<file path="src/rtl/uer_pkg.sv">
package uer_pkg;

    localparam int AVG_COUNT   = 100;

    localparam int TRIG_W      = 10;
    localparam int TIMEOUT_W   = 16;
    localparam int SCALE_W     = 16;
    localparam int CFG_DATA_W  = 16;
    localparam int CFG_INDEX_W = 2;

    localparam int COUNT_W     = 17;
    localparam int SUM_W       = 21;
    localparam int SAMPLE_W    = 7;
    localparam int DIST_W      = 14;
    localparam int PROD_W      = COUNT_W + SCALE_W;
    localparam int SCALE_SHIFT = 12;

    localparam logic [DIST_W-1:0] DIST_MAX = '1;

    localparam logic [TRIG_W-1:0]    TRIGGER_RESET      = TRIG_W'(10);
    localparam logic [TIMEOUT_W-1:0] RISE_TIMEOUT_RESET = TIMEOUT_W'(10000);
    localparam logic [TIMEOUT_W-1:0] HIGH_TIMEOUT_RESET = TIMEOUT_W'(50000);
    localparam logic [SCALE_W-1:0]   SCALE_RESET        = SCALE_W'(557);

    // mean by reciprocal multiplication, exact for every sum below 2**SUM_W
    localparam int AVG_SHIFT   = SUM_W + $clog2(AVG_COUNT);
    localparam int RECIP_W     = SUM_W + 1;
    localparam int RECIP_LO_W  = RECIP_W / 2;
    localparam int RECIP_HI_W  = RECIP_W - RECIP_LO_W;
    localparam int PART_W      = SUM_W + RECIP_HI_W;
    localparam int FULL_W      = SUM_W + RECIP_W;
    localparam logic [63:0] AVG_RECIP64 =
        ((64'd1 << AVG_SHIFT) + 64'(AVG_COUNT) - 64'd1) / 64'(AVG_COUNT);
    localparam logic [RECIP_W-1:0] AVG_RECIP = AVG_RECIP64[RECIP_W-1:0];

    typedef enum logic [1:0] {
        PH_IDLE,
        PH_TRIG,
        PH_RISE,
        PH_HIGH
    } t_phase;

    typedef enum logic [CFG_INDEX_W-1:0] {
        CFG_TRIGGER,
        CFG_RISE_TIMEOUT,
        CFG_HIGH_TIMEOUT,
        CFG_SCALE
    } t_cfg_index;

    typedef struct packed {
        logic [TRIG_W-1:0]    trigger_ticks;
        logic [TIMEOUT_W-1:0] rise_timeout_ticks;
        logic [TIMEOUT_W-1:0] high_timeout_ticks;
        logic [SCALE_W-1:0]   distance_scale;
    } t_cfg;

    typedef struct packed {
        logic               trig;
        logic               done;
        logic [COUNT_W-1:0] count;
    } t_meas;

    typedef struct packed {
        logic              trig;
        logic              done;
        logic [PROD_W-1:0] prod;
    } t_prod;

    typedef struct packed {
        logic              trig;
        logic              dvalid;
        logic [DIST_W-1:0] distance;
        logic              avalid;
        logic [SUM_W-1:0]  sum;
    } t_dist;

    typedef struct packed {
        logic              trig;
        logic              dvalid;
        logic [DIST_W-1:0] distance;
        logic              avalid;
        logic [PART_W-1:0] p_lo;
        logic [PART_W-1:0] p_hi;
    } t_part;

endpackage

</file>
<file path="src/rtl/uer_scale.sv">
module uer_scale import uer_pkg::*; (
    input  logic               i_clk,
    input  logic               i_rst_n,
    input  logic               i_valid,
    output logic               o_ready,
    input  t_meas              i_meas,
    input  logic [SCALE_W-1:0] i_scale,
    output logic               o_valid,
    input  logic               i_ready,
    output t_dist              o_dist
);

    logic                r_a_valid;
    t_prod               r_a;
    logic                r_b_valid;
    t_dist               r_b;
    logic [SUM_W-1:0]    r_sum;
    logic [SAMPLE_W-1:0] r_samples;

    t_prod               n_a;
    t_dist               n_b;

    logic                w_adv_a;
    logic                w_adv_b;
    logic [PROD_W-1:0]   w_shifted;
    logic [DIST_W-1:0]   w_dist;
    logic [SUM_W-1:0]    w_sum;
    logic [SAMPLE_W-1:0] w_samples;
    logic                w_avg_done;

    assign w_adv_b = !r_b_valid || i_ready;
    assign w_adv_a = !r_a_valid || w_adv_b;
    assign o_ready = w_adv_a;
    assign o_valid = r_b_valid;
    assign o_dist  = r_b;

    assign n_a.trig = i_meas.trig;
    assign n_a.done = i_meas.done;
    assign n_a.prod = PROD_W'(i_meas.count) * PROD_W'(i_scale);

    assign w_shifted  = r_a.prod >> SCALE_SHIFT;
    assign w_dist     = (w_shifted > PROD_W'(DIST_MAX)) ? DIST_MAX : w_shifted[DIST_W-1:0];
    assign w_sum      = r_sum + SUM_W'(w_dist);
    assign w_samples  = r_samples + SAMPLE_W'(1);
    assign w_avg_done = w_samples >= SAMPLE_W'(AVG_COUNT);

    assign n_b.trig     = r_a.trig;
    assign n_b.dvalid   = r_a.done;
    assign n_b.distance = r_a.done ? w_dist : '0;
    assign n_b.avalid   = r_a.done && w_avg_done;
    assign n_b.sum      = (r_a.done && w_avg_done) ? w_sum : '0;

    always_ff @(posedge i_clk) begin
        if (!i_rst_n) begin
            r_a_valid <= 1'b0;
            r_b_valid <= 1'b0;
            r_sum     <= '0;
            r_samples <= '0;
        end else begin
            if (w_adv_a) begin
                r_a_valid <= i_valid;
            end
            if (w_adv_b) begin
                r_b_valid <= r_a_valid;
            end
            // running sum, cleared once a mean is taken
            if (w_adv_b && r_a_valid && r_a.done) begin
                if (w_avg_done) begin
                    r_sum     <= '0;
                    r_samples <= '0;
                end else begin
                    r_sum     <= w_sum;
                    r_samples <= w_samples;
                end
            end
        end
    end

    always_ff @(posedge i_clk) begin
        if (w_adv_a && i_valid) begin
            r_a <= n_a;
        end
        if (w_adv_b && r_a_valid) begin
            r_b <= n_b;
        end
    end

endmodule

</file>
<file path="config.mk">
export PLATFORM = sky130hd
export DESIGN_NAME = uer_scale
export DESIGN_NICKNAME = d
export VERILOG_FILES = /design/src/rtl/uer_pkg.sv /design/src/rtl/uer_scale.sv
export SDC_FILE = /design/constraint.sdc
export NUM_CORES = 1
export LEC_CHECK = 0
export BUFFER_PORTS_ARGS = -buffer_cell sky130_fd_sc_hd__buf_2
export CAP_MARGIN = 5
export CORE_UTILIZATION = 31
export CTS_BUF_LIST = sky130_fd_sc_hd__clkbuf_2 sky130_fd_sc_hd__clkbuf_4 sky130_fd_sc_hd__clkbuf_8
export DETAILED_ROUTE_END_ITERATION = 12
export PLACE_DENSITY_LB_ADDON = 0.1
export SYNTH_ARGS = -nofsm -noshare
export SYNTH_HDL_FRONTEND = slang
export SYNTH_SLANG_ARGS = --single-unit
</file>
<file path="constraint.sdc">
create_clock -name i_clk -period 13.4 [get_ports i_clk]
set_input_delay 0 -clock i_clk [delete_from_list [all_inputs] [get_ports i_clk]]
set_output_delay 0 -clock i_clk [all_outputs]
set_load 0.02 [all_outputs]
</file>
* After elaboration in Yosys (flattened, before gate mapping) *
Cells that the tools add are included.

storage, ports and cells
  word-level logic and storage cells = 28
  output and inout port bits = 40
  memories kept = 0
  memory bits (read-only) = 0
  flip-flop bits (word level) = 103
  memory bits (writable) = 0
  latch bits = 0

cells by class
  reduce and logical (&&, ||, !) cells = 8
  magnitude comparators = 2
  bitwise operators = 0
  div/mod/pow operators = 0
  $add $sub $neg = 2
  shift operators = 0
  multiplexer cells = 3
  multipliers = 1
  equality and inequality tests = 0

operators with widths
  cell                                                                               count
  17-bit by 16-bit multiplier with 33-bit output                                     1
  21-bit by 14-bit adder with 21-bit output                                          1
  21-bit by 14-bit greater-than comparator with 1-bit output, second input constant  1
  21-bit two-way mux                                                                 1
  14-bit two-way mux                                                                 1
  7-bit by 1-bit adder with 7-bit output, second input constant                      1
  7-bit greater-or-equal comparator, second input constant                           1
  7-bit two-way mux                                                                  1
  1-bit logical AND                                                                  4
  1-bit zero test                                                                    2
  1-bit logical OR                                                                   2

* Logic depth before layout (Yosys ltp) *
  depth in word-level cells = 4
  mapped depth = 23

* Least setup slack after synthesis *
No wires, ideal clock.

  path kind = in2reg
  from = in i_scale[7]
  to = reg r_a[31] (netlist bit), data pin
  setup slack = 7.612 ns
  path buffers = 3
  library setup time = 0.180 ns
  stages = 21
  data arrival time = 5.608 ns
  cell sequence = clkbuf_1 -> clkbuf_1 -> nand2_1 -> fa_1 -> inv_1 -> fa_1 -> fa_1 -> fa_1 -> fa_1 -> inv_1 -> fa_1 -> inv_1 -> ha_1 -> nand2_2 -> or4_4 -> nor4_4 -> a211oi_2 -> a211o_1 -> buf_6 -> o31a_1 -> o311ai_1

RTL lines
  what                  line             RTL
  from (decl)           uer_scale.sv:7   input logic [SCALE_W-1:0] i_scale,
  to (signal assigned)  uer_scale.sv:81  r_a <= n_a;
  to (decl)             uer_scale.sv:14  t_prod r_a;

==> metrics list <==
- TritonCTS created 9 clock buffers.
- Most frequently used cell type in the post-synthesis netlist: sky130_fd_sc_hd__inv_1
- The H-tree was split into 3 levels.
* Count of flip-flops with a built-in enable after synthesis: 61
* Setup fix buffers added after clock tree synthesis: 0
- The worst setup path is launched from an input port.
- Seq/Total Area, Yosys: 18.6%
- Height of the die: 207 um
* Total count of max-transition violations in the final report: 0
- Wire length per cell: 17.1 um
- Total design power: 3.69 mW
- Of the post-synthesis cell area, the dominant cell type holds 31.9%.
* Routed met1 length: 17700 um
- Number of diodes added for antenna fixing: 0
- Post-synthesis to final-layout area growth: 8.30%
- The count of nets left with antenna violations once routing finished came out at 0.
* Cell at the root of the clock tree: sky130_fd_sc_hd__clkbuf_8
- Max frequency: 172 MHz
- Routed length on met2: 15100 um
* Filler cells: 4314
- Grt total ovfl: 0
- DR pass1 iterations: 4
* Run status: complete, no violations
* HPWL after detailed placement: 26900 um
* Least-Margin Pin Slew: 0.922 ns
- Slowest-stage cell, CP: sky130_fd_sc_hd__fa_1
- On the final layout, the worst clock skew is 0.0115 ns.
* Share of post-route cells with drive strength above 1: 8.71%
- Adding up every negative setup slack in the final design gives 0 ns.
- Counting distinct cell types in the post-synthesis netlist gives 69.
- NumNets Final: 1806
- List of most frequent post-synthesis cells: 237 x sky130_fd_sc_hd__inv_1, 208 x sky130_fd_sc_hd__fa_1, 178 x sky130_fd_sc_hd__nand2_1
- Total number of yosys warnings: 0
* Lkg Pwr: 6.54 nW
- The number of antenna violations at the first check in global routing came to 0.
- First DRT Iteration DRCs: 413
* Clock slew seen by the registers of the worst setup and hold paths: 0.09 ns
- Detailed-routed wire length on met3: 878 um
- Total detailed-routing wirelength: 33900 um
* Number of gates resized after cts: 0
- The count of buffers added on input and output ports is 78.
* VDD IR max: 178 uV
- Area of the mapped netlist: 0.0131 sq mm
- STA puts the critical path data required time at 13.53 ns.
* Pin count of the biggest net entering global routing: 40
* Routed via count divided by cell count: 4.73
* Horizontal die dimension: 207 um
- The total area inside the core boundary comes to 0.0412 sq mm.
* Area enclosed by the die boundary: 0.0430 sq mm
* Kind of cell adding the most delay to the critical path: adder cells
* Final clock period utilization by the worst path: 43.3%
- The first global-routing pass estimated 55100 um of wire.
- Final-report setup violation count: 0
* Critical-path maximum fanout: 17
- TritonCTS clock tree: done
* Critical path arrival: 5.93 ns
* Most frequent cell on the critical path: sky130_fd_sc_hd__fa_1
* FF/Latch Area: 0.00243 sq mm
* Start-to-end type of the worst setup path: input port to flop
* Vias in the first global route: 9804
- Across the run, the number of max-cap violations was 0.
- Via total after detailed routing: 9370
* Starting utilization of the core area: 31.7%
* Avg Inst Size Synth: 9.32 sq um
- The floorplan has 74 rows.
- Most used flip-flop cell after synthesis: sky130_fd_sc_hd__edfxtp_1
- Tightest Hold Check Type: input port to flop
* Gp weighted congestion: 0.785
- Syn_nets: 1766
* Maximum clock path buffer count: 2
* Gate count after technology mapping: 1402
- Summed over all instances, the cell type with the most area after synthesis is sky130_fd_sc_hd__fa_1.
- Ys async rst share: 0%
- Critical path cell sequence: buf_2 > nand2_1 > fa_1 > inv_1 > fa_1 > fa_1 > fa_1 > fa_1 > inv_1 > fa_1 > inv_1 > ha_1 > a21oi_1 > o21ai_0 > a211oi_2 > a211o_1 > nand2_1 > o311a_1
- Synthesis inferred 91 register bits.
- Nature of the critical path endpoint: flop
- CP bufs+invs: 4
* Worst stage delay on the critical path: 0.56 ns
- In the final layout, the multi-input gates occupy 0.00951 sq mm.
* IO Pins: 79
* Fin crit period: 5.81 ns
- Unrepaired setup endpoints after global routing: false
* Number of sinks handled by clock tree synthesis: 91
* Insertion delay to the later sink of the worst-skew pair: 0.37 ns
- Detailed-route DRC error count: 0
- Power spread over the standard cell area amounts to 261 mW/mm^2.
- Final hold vios: 0
* Top area cells in the synthesized netlist: sky130_fd_sc_hd__fa_1 32%, sky130_fd_sc_hd__edfxtp_1 14%, sky130_fd_sc_hd__ha_1 11%, sky130_fd_sc_hd__and2_1 7.1%, sky130_fd_sc_hd__inv_1 6.8%
* Top layer reached by signal wires: met4
- Measured against its own limit, the worst slew margin works out to 38.5%.
* Global-route total usage across every layer: 16.1%
* Hold-fix buffers, CTS: 5
path summary, 6_finish.rpt:
path | from | endpoint | slack, ns | cells past startpoint
hold / removal | i_rst_n | r_samples[6]$_SDFFE_PN0P_ | 0.06 | 2
setup / recovery | i_scale[10] | r_a[28]$_DFFE_PP_ | 7.59 | 18
hold reg to reg | n_b[37]$_DFFE_PP_ | o_dist[37]$_DFFE_PP_ | 0.44 | 0
setup reg to reg | r_a[29]$_DFFE_PP_ | o_dist[20]$_SDFFCE_PN0P_ | 9.32 | 12
worst register-to-register path, cell delays in order (launching register included):
cell                       delay [ns]
sky130_fd_sc_hd__edfxtp_1        0.38
sky130_fd_sc_hd__nor4_1          0.27
sky130_fd_sc_hd__nand2_1         0.26
sky130_fd_sc_hd__or2_2           0.39
sky130_fd_sc_hd__ha_1            0.23
sky130_fd_sc_hd__fa_1            0.41
sky130_fd_sc_hd__a21o_1          0.21
sky130_fd_sc_hd__a21oi_1         0.32
sky130_fd_sc_hd__nor3_1          0.16
sky130_fd_sc_hd__o31ai_1         0.49
sky130_fd_sc_hd__a21oi_1         0.31
sky130_fd_sc_hd__a31o_2          0.32
sky130_fd_sc_hd__a21oi_1         0.15
cells by family after synthesis:
group           Yosys count  share of synthesized area [%]
simple gates            481                           18.5
fa+ha+maj               325                           43.1
buf+inv                 296                           8.61
compound gates          173                           8.75
flops                    91                           18.6
xor+xnor                 34                           2.28
mux                       2                          0.153
stage by stage:
step | hold WS (ns) | setup slack, ns | cells | instance area [sq um] | util [%]
after floorplan | 0.0989 | 7.61 | 1402 | 13100 | -
after global placement | 0.181 | 7.27 | 1958 | 13900 | 33.8
after detailed placement | 0.187 | 7.21 | 1958 | 13900 | 33.8
after CTS | 0.0358 | 7.62 | 1979 | 14100 | 34.3
after global routing | 0.0545 | 7.40 | 1979 | 14100 | 34.3
final | 0.0569 | 7.59 | 1979 | 14100 | 34.3
cells in the final DEF (no fill, tap or decap), drive strengths merged, types with 12 or more instances in the layout:
cell type,synthesis,final
nor3,20,20
inv,238,239
nand3,14,14
and2,149,149
edfxtp,61,61
o21ai,28,28
nand2,181,181
or2,16,16
xor2,12,12
fa,208,208
buf,8,82
dfxtp,30,30
clkbuf,50,12
ha,117,117
xnor2,22,22
a21oi,62,62
a21o,17,17
nor2,57,57
flip-flops by register name, summed over array words and instances (netlist names):
register	count
o_valid	1
r_a	21
o_dist	38
r_a_valid	1
r_sum	21
n_b	2
r_samples	7
routing by layer:
layer	track usage (%)	vias to the layer above
met4	2.57	0
li1	-	4533
met1	24.6	4668
met3	0.953	11
met5	0	-
met2	25.5	158
layout make-up:
| cell class | count | area share (%) |
|---|---|---|
| multi-input cells | 1015 | 67.2 |
| clock buffers | 12 | 1.08 |
| repair buffers | 87 | 3.32 |
| clock inverters | 4 | 0.186 |
| flip-flops and latches | 91 | 17.2 |
| well taps | 532 | 4.70 |
| inverters | 238 | 6.31 |
power breakdown:
group / total, mW / switching [mW] / internal (mW)
clock: 0.176 / 0.0996 / 0.0766
combinational: 3.02 / 1.79 / 1.23
sequential: 0.494 / 0.0141 / 0.480
total: 3.69 / 1.90 / 1.79
Note: power is estimated with default switching activity, not from simulation.
