--- src/rtl/uer_pkg.sv ---
package uer_pkg;

    localparam int AVG_COUNT   = 100;

    localparam int TRIG_W      = 10;
    localparam int TIMEOUT_W   = 16;
    localparam int SCALE_W     = 16;
    localparam int CFG_DATA_W  = 16;
    localparam int CFG_INDEX_W = 2;

    localparam int COUNT_W     = 17;
    localparam int SUM_W       = 21;
    localparam int SAMPLE_W    = 7;
    localparam int DIST_W      = 14;
    localparam int PROD_W      = COUNT_W + SCALE_W;
    localparam int SCALE_SHIFT = 12;

    localparam logic [DIST_W-1:0] DIST_MAX = '1;

    localparam logic [TRIG_W-1:0]    TRIGGER_RESET      = TRIG_W'(10);
    localparam logic [TIMEOUT_W-1:0] RISE_TIMEOUT_RESET = TIMEOUT_W'(10000);
    localparam logic [TIMEOUT_W-1:0] HIGH_TIMEOUT_RESET = TIMEOUT_W'(50000);
    localparam logic [SCALE_W-1:0]   SCALE_RESET        = SCALE_W'(557);

    // mean by reciprocal multiplication, exact for every sum below 2**SUM_W
    localparam int AVG_SHIFT   = SUM_W + $clog2(AVG_COUNT);
    localparam int RECIP_W     = SUM_W + 1;
    localparam int RECIP_LO_W  = RECIP_W / 2;
    localparam int RECIP_HI_W  = RECIP_W - RECIP_LO_W;
    localparam int PART_W      = SUM_W + RECIP_HI_W;
    localparam int FULL_W      = SUM_W + RECIP_W;
    localparam logic [63:0] AVG_RECIP64 =
        ((64'd1 << AVG_SHIFT) + 64'(AVG_COUNT) - 64'd1) / 64'(AVG_COUNT);
    localparam logic [RECIP_W-1:0] AVG_RECIP = AVG_RECIP64[RECIP_W-1:0];

    typedef enum logic [1:0] {
        PH_IDLE,
        PH_TRIG,
        PH_RISE,
        PH_HIGH
    } t_phase;

    typedef enum logic [CFG_INDEX_W-1:0] {
        CFG_TRIGGER,
        CFG_RISE_TIMEOUT,
        CFG_HIGH_TIMEOUT,
        CFG_SCALE
    } t_cfg_index;

    typedef struct packed {
        logic [TRIG_W-1:0]    trigger_ticks;
        logic [TIMEOUT_W-1:0] rise_timeout_ticks;
        logic [TIMEOUT_W-1:0] high_timeout_ticks;
        logic [SCALE_W-1:0]   distance_scale;
    } t_cfg;

    typedef struct packed {
        logic               trig;
        logic               done;
        logic [COUNT_W-1:0] count;
    } t_meas;

    typedef struct packed {
        logic              trig;
        logic              done;
        logic [PROD_W-1:0] prod;
    } t_prod;

    typedef struct packed {
        logic              trig;
        logic              dvalid;
        logic [DIST_W-1:0] distance;
        logic              avalid;
        logic [SUM_W-1:0]  sum;
    } t_dist;

    typedef struct packed {
        logic              trig;
        logic              dvalid;
        logic [DIST_W-1:0] distance;
        logic              avalid;
        logic [PART_W-1:0] p_lo;
        logic [PART_W-1:0] p_hi;
    } t_part;

endpackage

--- src/rtl/uer_if.sv ---
interface uer_item_if;
    logic valid;
    logic ready;
    logic start_req;
    logic echo_level;

    modport source (output valid, output start_req, output echo_level, input ready);
    modport sink   (input valid, input start_req, input echo_level, output ready);
endinterface


--- src/rtl/uer_step.sv ---
module uer_step import uer_pkg::*; (
    input  logic      i_clk,
    input  logic      i_rst_n,
    uer_item_if.sink  i_item,
    input  t_cfg      i_cfg,
    output logic      o_valid,
    input  logic      i_ready,
    output t_meas     o_meas
);

    logic               r_in_valid;
    logic               r_start;
    logic               r_echo;
    t_phase             r_phase;
    logic [COUNT_W-1:0] r_ticks;
    logic               r_out_valid;
    t_meas              r_meas;

    t_phase             n_phase;
    logic [COUNT_W-1:0] n_ticks;
    t_meas              n_meas;

    logic               w_adv_out;
    logic               w_in_ready;
    logic [COUNT_W-1:0] w_inc;
    logic [COUNT_W-1:0] w_high_cnt;

    assign w_adv_out  = !r_out_valid || i_ready;
    assign w_in_ready = !r_in_valid || w_adv_out;
    assign i_item.ready = w_in_ready;
    assign o_valid = r_out_valid;
    assign o_meas  = r_meas;

    assign w_inc = r_ticks + COUNT_W'(1);
    // the rise tick is the first counted high tick
    assign w_high_cnt = (r_phase == PH_RISE) ? COUNT_W'(1) : w_inc;

    always_comb begin
        n_phase = r_phase;
        n_ticks = r_ticks;
        n_meas  = '0;
        case (r_phase)
            PH_IDLE: begin
                if (r_start) begin
                    n_meas.trig = 1'b1;
                    if (i_cfg.trigger_ticks <= TRIG_W'(1)) begin
                        n_phase = PH_RISE;
                        n_ticks = '0;
                    end else begin
                        n_phase = PH_TRIG;
                        n_ticks = COUNT_W'(1);
                    end
                end
            end
            PH_TRIG: begin
                n_meas.trig = 1'b1;
                if (w_inc >= COUNT_W'(i_cfg.trigger_ticks)) begin
                    n_phase = PH_RISE;
                    n_ticks = '0;
                end else begin
                    n_ticks = w_inc;
                end
            end
            PH_RISE, PH_HIGH: begin
                if (r_phase == PH_RISE && !r_echo) begin
                    if (w_inc >= COUNT_W'(i_cfg.rise_timeout_ticks)) begin
                        n_phase = PH_HIGH;
                        n_ticks = '0;
                    end else begin
                        n_ticks = w_inc;
                    end
                end else if (r_echo) begin
                    if (w_high_cnt >= COUNT_W'(i_cfg.high_timeout_ticks)) begin
                        n_meas.done  = 1'b1;
                        n_meas.count = w_high_cnt;
                        n_phase      = PH_IDLE;
                        n_ticks      = '0;
                    end else begin
                        n_phase = PH_HIGH;
                        n_ticks = w_high_cnt;
                    end
                end else begin
                    n_meas.done  = 1'b1;
                    n_meas.count = r_ticks;
                    n_phase      = PH_IDLE;
                    n_ticks      = '0;
                end
            end
            default: begin
                n_phase = PH_IDLE;
                n_ticks = '0;
            end
        endcase
    end

    always_ff @(posedge i_clk) begin
        if (!i_rst_n) begin
            r_in_valid  <= 1'b0;
            r_out_valid <= 1'b0;
            r_phase     <= PH_IDLE;
            r_ticks     <= '0;
        end else begin
            if (w_in_ready) begin
                r_in_valid <= i_item.valid;
            end
            if (w_adv_out) begin
                r_out_valid <= r_in_valid;
            end
            if (w_adv_out && r_in_valid) begin
                r_phase <= n_phase;
                r_ticks <= n_ticks;
            end
        end
    end

    always_ff @(posedge i_clk) begin
        if (w_in_ready && i_item.valid) begin
            r_start <= i_item.start_req;
            r_echo  <= i_item.echo_level;
        end
        if (w_adv_out && r_in_valid) begin
            r_meas <= n_meas;
        end
    end

endmodule

--- src/flat_wrapper.sv ---
// flat-port wrapper written by rule: the top's interface ports become plain ports
module uer_step_flat import uer_pkg::*;
  (i_clk, i_rst_n, i_cfg, o_valid, i_ready, o_meas, i_item_valid, i_item_start_req, i_item_echo_level, i_item_ready);
  uer_item_if i_item_i ();
  input  logic i_clk;
  input  logic i_rst_n;
  input  t_cfg i_cfg;
  output logic o_valid;
  input  logic i_ready;
  output t_meas o_meas;
  input wire logic [$bits(i_item_i.valid)-1:0] i_item_valid;
  input wire logic [$bits(i_item_i.start_req)-1:0] i_item_start_req;
  input wire logic [$bits(i_item_i.echo_level)-1:0] i_item_echo_level;
  output wire logic [$bits(i_item_i.ready)-1:0] i_item_ready;
  assign i_item_i.valid = i_item_valid;
  assign i_item_i.start_req = i_item_start_req;
  assign i_item_i.echo_level = i_item_echo_level;
  assign i_item_ready = i_item_i.ready;
  uer_step u_core (.i_clk(i_clk), .i_rst_n(i_rst_n), .i_item(i_item_i), .i_cfg(i_cfg), .o_valid(o_valid), .i_ready(i_ready), .o_meas(o_meas));
endmodule
--- config.mk ---
export PLATFORM = sky130hd
export DESIGN_NAME = uer_step_flat
export DESIGN_NICKNAME = d
export VERILOG_FILES = /design/src/rtl/uer_pkg.sv /design/src/rtl/uer_if.sv /design/src/rtl/uer_step.sv /design/src/flat_wrapper.sv
export SDC_FILE = /design/constraint.sdc
export NUM_CORES = 1
export LEC_CHECK = 0
export BUFFER_PORTS_ARGS = -buffer_cell sky130_fd_sc_hd__clkbuf_2
export CAP_MARGIN = 10
export CORE_MARGIN = 5
export CORE_UTILIZATION = 57
export CTS_BUF_LIST = sky130_fd_sc_hd__clkbuf_16
export CTS_CLUSTER_DIAMETER = 200
export DETAILED_ROUTE_END_ITERATION = 12
export MAX_ROUTING_LAYER = met4
export PLACE_DENSITY = 0.84
export SLEW_MARGIN = 20
export SYNTH_ARGS = -nofsm -noshare
export SYNTH_HDL_FRONTEND = slang
export SYNTH_SLANG_ARGS = --single-unit
--- constraint.sdc ---
create_clock -name i_clk -period 5.2 [get_ports i_clk]
set_input_delay 0.26 -clock i_clk [delete_from_list [all_inputs] [get_ports i_clk]]
set_output_delay 0.26 -clock i_clk [all_outputs]
set_load 0.01 [all_outputs]
* After elaboration in Yosys (flattened, before gate mapping) *
Index checks and enable logic that the tools add are counted.

cells by class
  add/subtract/negate cells = 1
  $lt $le $gt $ge = 4
  equality and inequality tests = 6
  muxes and demuxes = 21
  bitwise operators = 1
  reductions and logical operators = 13

operator list
  kind                   number
  $mux 17                7
  $pmux 17 s3            1
  $mux 18                2
  $ge 17x16->1           2
  $add 17x1->17 const B  1
  $ge 17x10->1           1
  $mux 2                 7
  $le 10x1->1 const B    1
  $pmux 2 s3             1
  $eq 2x2->1 const B     2
  $ne 2x1->1 const B     2
  $reduce_and 4->1       1
  $reduce_or 2->1        2
  $logic_and 1x1->1      3
  $logic_not 1->1        3
  $ne 3x3->1 const B     1
  $eq 2x1->1 const B     1
  $logic_not 2->1        1
  $logic_or 1x1->1       2
  $mux 1                 2
  $pmux 1 s2             1
  $reduce_and 2->1       1
  $not 1->1              1

storage, ports and cells
  register bits = 42
  bits of input ports = 64
  word-level logic and storage cells = 55

* Longest topological paths before layout *
  depth after elaboration = 7
  depth in mapped cells = 16
  gate-level depth less buffers = 14

* Least setup slack after synthesis *
OpenSTA, ideal clock, no wires.

  kind = register to register
  from = register u_core.r_ticks[0]
  to = register u_core.r_ticks[14]
  setup time = 0.058 ns
  arrival = 3.476 ns
  data required time = 5.142 ns
  slack = 1.667 ns
  cell stages (with the launch flop) = 16
  cell sequence = dfxtp_1 ha_1 nand3_2 buf_6 or4_1 nand2_1 ha_1 nand2_1 nor3_1 a2111oi_0 nand4_2 o2bb2a_4 or3_1 buf_6 o21bai_2 a21o_1

between the ends
  longest elaborated chain between the ends = 7
  elaborated cells on any way between the ends = 11

ends and longest elaborated chain
  item                    RTL line         RTL
  from (decl)             uer_step.sv:15   logic [COUNT_W-1:0] r_ticks;
  from (signal assigned)  uer_step.sv:111  r_ticks <= n_ticks;
  $add 17x1->17 (*)       uer_step.sv:34   assign w_inc = r_ticks + COUNT_W'(1);
  $mux 17                 uer_step.sv:36   assign w_high_cnt = (r_phase == PH_RISE) ? COUNT_W'(1) : w_inc;
  $ge 17x16->1            uer_step.sv:73   if (w_high_cnt >= COUNT_W'(i_cfg.high_timeout_ticks)) begin
  $mux 17                 uer_step.sv:73
  $mux 17                 uer_step.sv:72   end else if (r_echo) begin
  $mux 17                 uer_step.sv:65   if (r_phase == PH_RISE && !r_echo) begin
  $pmux 17 s3 (*)         uer_step.sv:42   case (r_phase)

Every way passes the cells marked *; elsewhere a longest branch is shown, timed or not.
A chain may end at the register's enable or synchronous reset.

* Worst setup path in the final report *
  from = register u_core.r_ticks[0]
  to = register u_core.r_ticks[3]

The elaborated chain is that of the path after synthesis.

==> run metrics <==
status=complete, no violations; critical path buffer and inverter count=0; GPL Wtd Cong=between 0.9 and 1; endpoints failing setup=0; WL final=roughly 9500 um; WHS Endpoint=u_core.r_start; IO Pins=85; reg-to-reg endpoint=u_core.r_ticks[3]; vias post-DR=3428; most frequent cells in the layout=clkbuf_2, inv_1, a21oi_1; cell taking the most area after synthesis=edfxtp_1; CP delay by family, top=simple AND/OR/NAND/NOR gates; First-pass DRT Iterations=5; commonest non-fill, non-tap cell in the layout=clkbuf_2; pwr dens=between 150 and 200 nW/um^2; Final Critical Period=~4.3 ns; WL/cell=~17 um; Critical-path top delay cell=or3_1; core area=about 6000 um^2; setup TNS=0 ns; GRT met2 Usage=between 40% and 50%; CP Capture Type=flop; max incr delay on CP=approximately 0.55 ns; Ys Warns=0; cells on worst reg2reg path=13; met1 Use GR=between 20 and 30%; Final Hold Viols=0; # fillers=approximately 530; r2r setup slk=just under 0.9 ns; IO buf count=between 60 and 70; synthesized instance count=430; Worst R2R Start=u_core.r_ticks[0]; slew margin rel.=between 40% and 50%; DRC=0; Place WS=roughly 1 ns; first-pass GRT wire length=15060 um; post-route ant nets=0; clock share of power=39.9%; Site Rows=28; Yosys reg bits=42; Detailed Place HPWL=7261 um; clock-pin slew on the worst setup and hold paths=approximately 0.06 ns; Die W=just under 90 um; type of origin of the critical path=flop; Slew Limit Fails=0; switching share of power=between 20% and 30%; sequential area share after synthesis=29.35%; final cell count without fillers=566; top post-synthesis cells by area=edfxtp_1, ha_1, dfxtp_1, a21oi_1, inv_1; fin nets=between 500 and 600; # clock sinks=between 40 and 50; CP arrival=4.55 ns; fin crit share=a little over four fifths; clk buf depth=2; syn nets=around 540; CTS root buf=clkbuf_16; combinational power share=12.3%; Num CTS Buffers=5; 1st-iter DRT viols=approximately 300; fmax=230.9 MHz; CTS resizes=0; die area=7967 um^2; # hold bufs at CTS=0; Power Total=roughly 0.76 mW; number of global-route vias before repair=roughly 3.3k; Initial Util=59.43%; Slew @ Worst Pin=~0.87 ns; RSZ-0062 raised after global routing=false; worst hold stages=1; layout cells sized above 1=between 20% and 30%; dpl cells=558; HP Class=primary input to flop; ANT cells=0; fin area=between 4000 and 5000 um^2; NetSw=~0.18 mW; H-Tree Depth=2; VDD IR max=around 0.18 mV; hold_sp=i_item_start_req; vias per inst=approximately 6; Vert. Die Dim=just under 90 um; Reg power frac=47.8%; Int Power=approximately 0.57 mW; syn avg cell area=8.328 um^2; Util after Layout=between 60% and 70%; Syn Std Cell Area=3581 um^2; post-synth cell types=63; crit path launch=u_core.r_ticks[0]; crit path max fanout=11; GR Layer Usage met3=3.871%; Total Routing Usage GR=25.18%; buffer count from post-CTS setup fixing=0; clk_lat worst skew=0.28 ns; largest net degree at the start of global routing=42; Final WS setup=roughly 0.87 ns; antenna violations before repair=0; Worst Skew=0.005542 ns; GRT Max-Usage Layer=met2; Min Hold Slack=between 0.1 and 0.15 ns; Remaining Overflow, GRT=0; CP Cell Sequence=ha_1 -> nand3_2 -> nor4_4 -> xor2_1 -> ha_1 -> a21oi_1 -> nor2b_1 -> a2111oi_0 -> nand4_2 -> o2bb2a_4 -> or3_1 -> o21ai_4 -> a22o_1; area grow syn2layout=14.26%; LEAKAGE=between 1.5 and 2 nW; CP most frequent cell=ha_1; CTS tree=built; post-synth top area share=17.61%; Max Cap Viol=0; Post-DP Area=3949 um^2; Critical Path RT=around 5.4 ns; critical path type=flop to flop
power groups by stage:
stage          Combinational (mW)  Sequential [mW]  Clock (mW)
2_1_floorplan              0.0538            0.369           0
3_3_place_gp               0.0870            0.367           0
3_5_place_dp               0.0915            0.368           0
4_1_cts                    0.0929            0.361       0.302
5_1_grt                     0.104            0.362       0.315
6_report                   0.0931            0.361       0.302
cell families after synthesis:
logic type      Yosys count  synth area share, %
xor+xnor                 11                2.690
buf+inv                  69                7.826
mux                       2               0.5940
fa+ha+maj                43                15.02
simple gates            163                26.56
compound gates          100                17.96
flops                    42                29.35
how the worst max path moves through the flow:
| stage | endpoint | depth (start not counted) | slack (ns) |
|---|---|---|---|
| 4_1_cts | u_core.r_ticks[3] | 13 | 0.92 |
| 6_report | u_core.r_ticks[3] | 13 | 0.87 |
| 2_1_floorplan | u_core.r_ticks[14] | 15 | 1.67 |
| 5_1_grt | u_core.r_ticks[14] | 13 | 0.57 |
| 3_5_place_dp | u_core.r_ticks[3] | 13 | 0.97 |
| 3_3_place_gp | u_core.r_ticks[1] | 13 | 1.03 |
final cells by class:
class | count | area (um^2) | share of cell area, %
Sequential cell | 42 | 1051 | 25.69
Clock buffer | 5 | 125.1 | 3.058
Tap cell | 75 | 93.84 | 2.294
Timing Repair Buffer | 71 | 362.8 | 8.869
Clock inverter | 3 | 17.52 | 0.4281
Inverter | 51 | 191.4 | 4.679
Multi-Input combinational cell | 319 | 2250 | 54.98
state kept, by name (all words and copies together), names as in the netlist:
| register | cells |
|---|---|
| u_core.r_start | 1 |
| u_core.r_ticks | 17 |
| u_core.o_meas | 19 |
| u_core.o_valid | 1 |
| u_core.r_echo | 1 |
| u_core.r_in_valid | 1 |
| u_core.r_phase | 2 |
worst register-to-register path: stages (launching register included):
cell and delay (ns):
dfxtp_1 0.50, ha_1 0.28, nand3_2 0.27, nor4_4 0.54, xor2_1 0.26, ha_1 0.29
a21oi_1 0.15, nor2b_1 0.07, a2111oi_0 0.53, nand4_2 0.24, o2bb2a_4 0.27, or3_1 0.55
o21ai_4 0.17, a22o_1 0.16
metal layers:
metal / routed length (um) / part of all wire [%]
met1: 3734 / 39
met2: 4718 / 50
met3: 716 / 7.6
met4: 289 / 3.1
met5: 0 / 0
synth_stat cells, drive strengths merged:
master   number
nand3        19
nand2b       23
o21a          4
dfxtp        21
nor2b         5
inv          51
o2bb2a        1
ha           43
nand4        12
o21bai        2
o22ai         2
or3           3
or4b          1
xor2          4
or2b          1
and3          4
a32o          2
edfxtp       21
and2         11
and4          2
o31ai         2
nor3          9
clkbuf       10
o211ai        1
buf           8
o21ai        24
or4           5
mux2          1
a311oi        1
nand4b        1
nor4          4
a21oi        44
or2           2
a22o          4
a2bb2oi       1
o22a          1
nor3b         1
nor2         25
nand2        35
a21o          5
a2111oi       3
xnor2         7
mux2i         1
a31oi         2
o32a          1
Power figures use the tool's default switching activity.
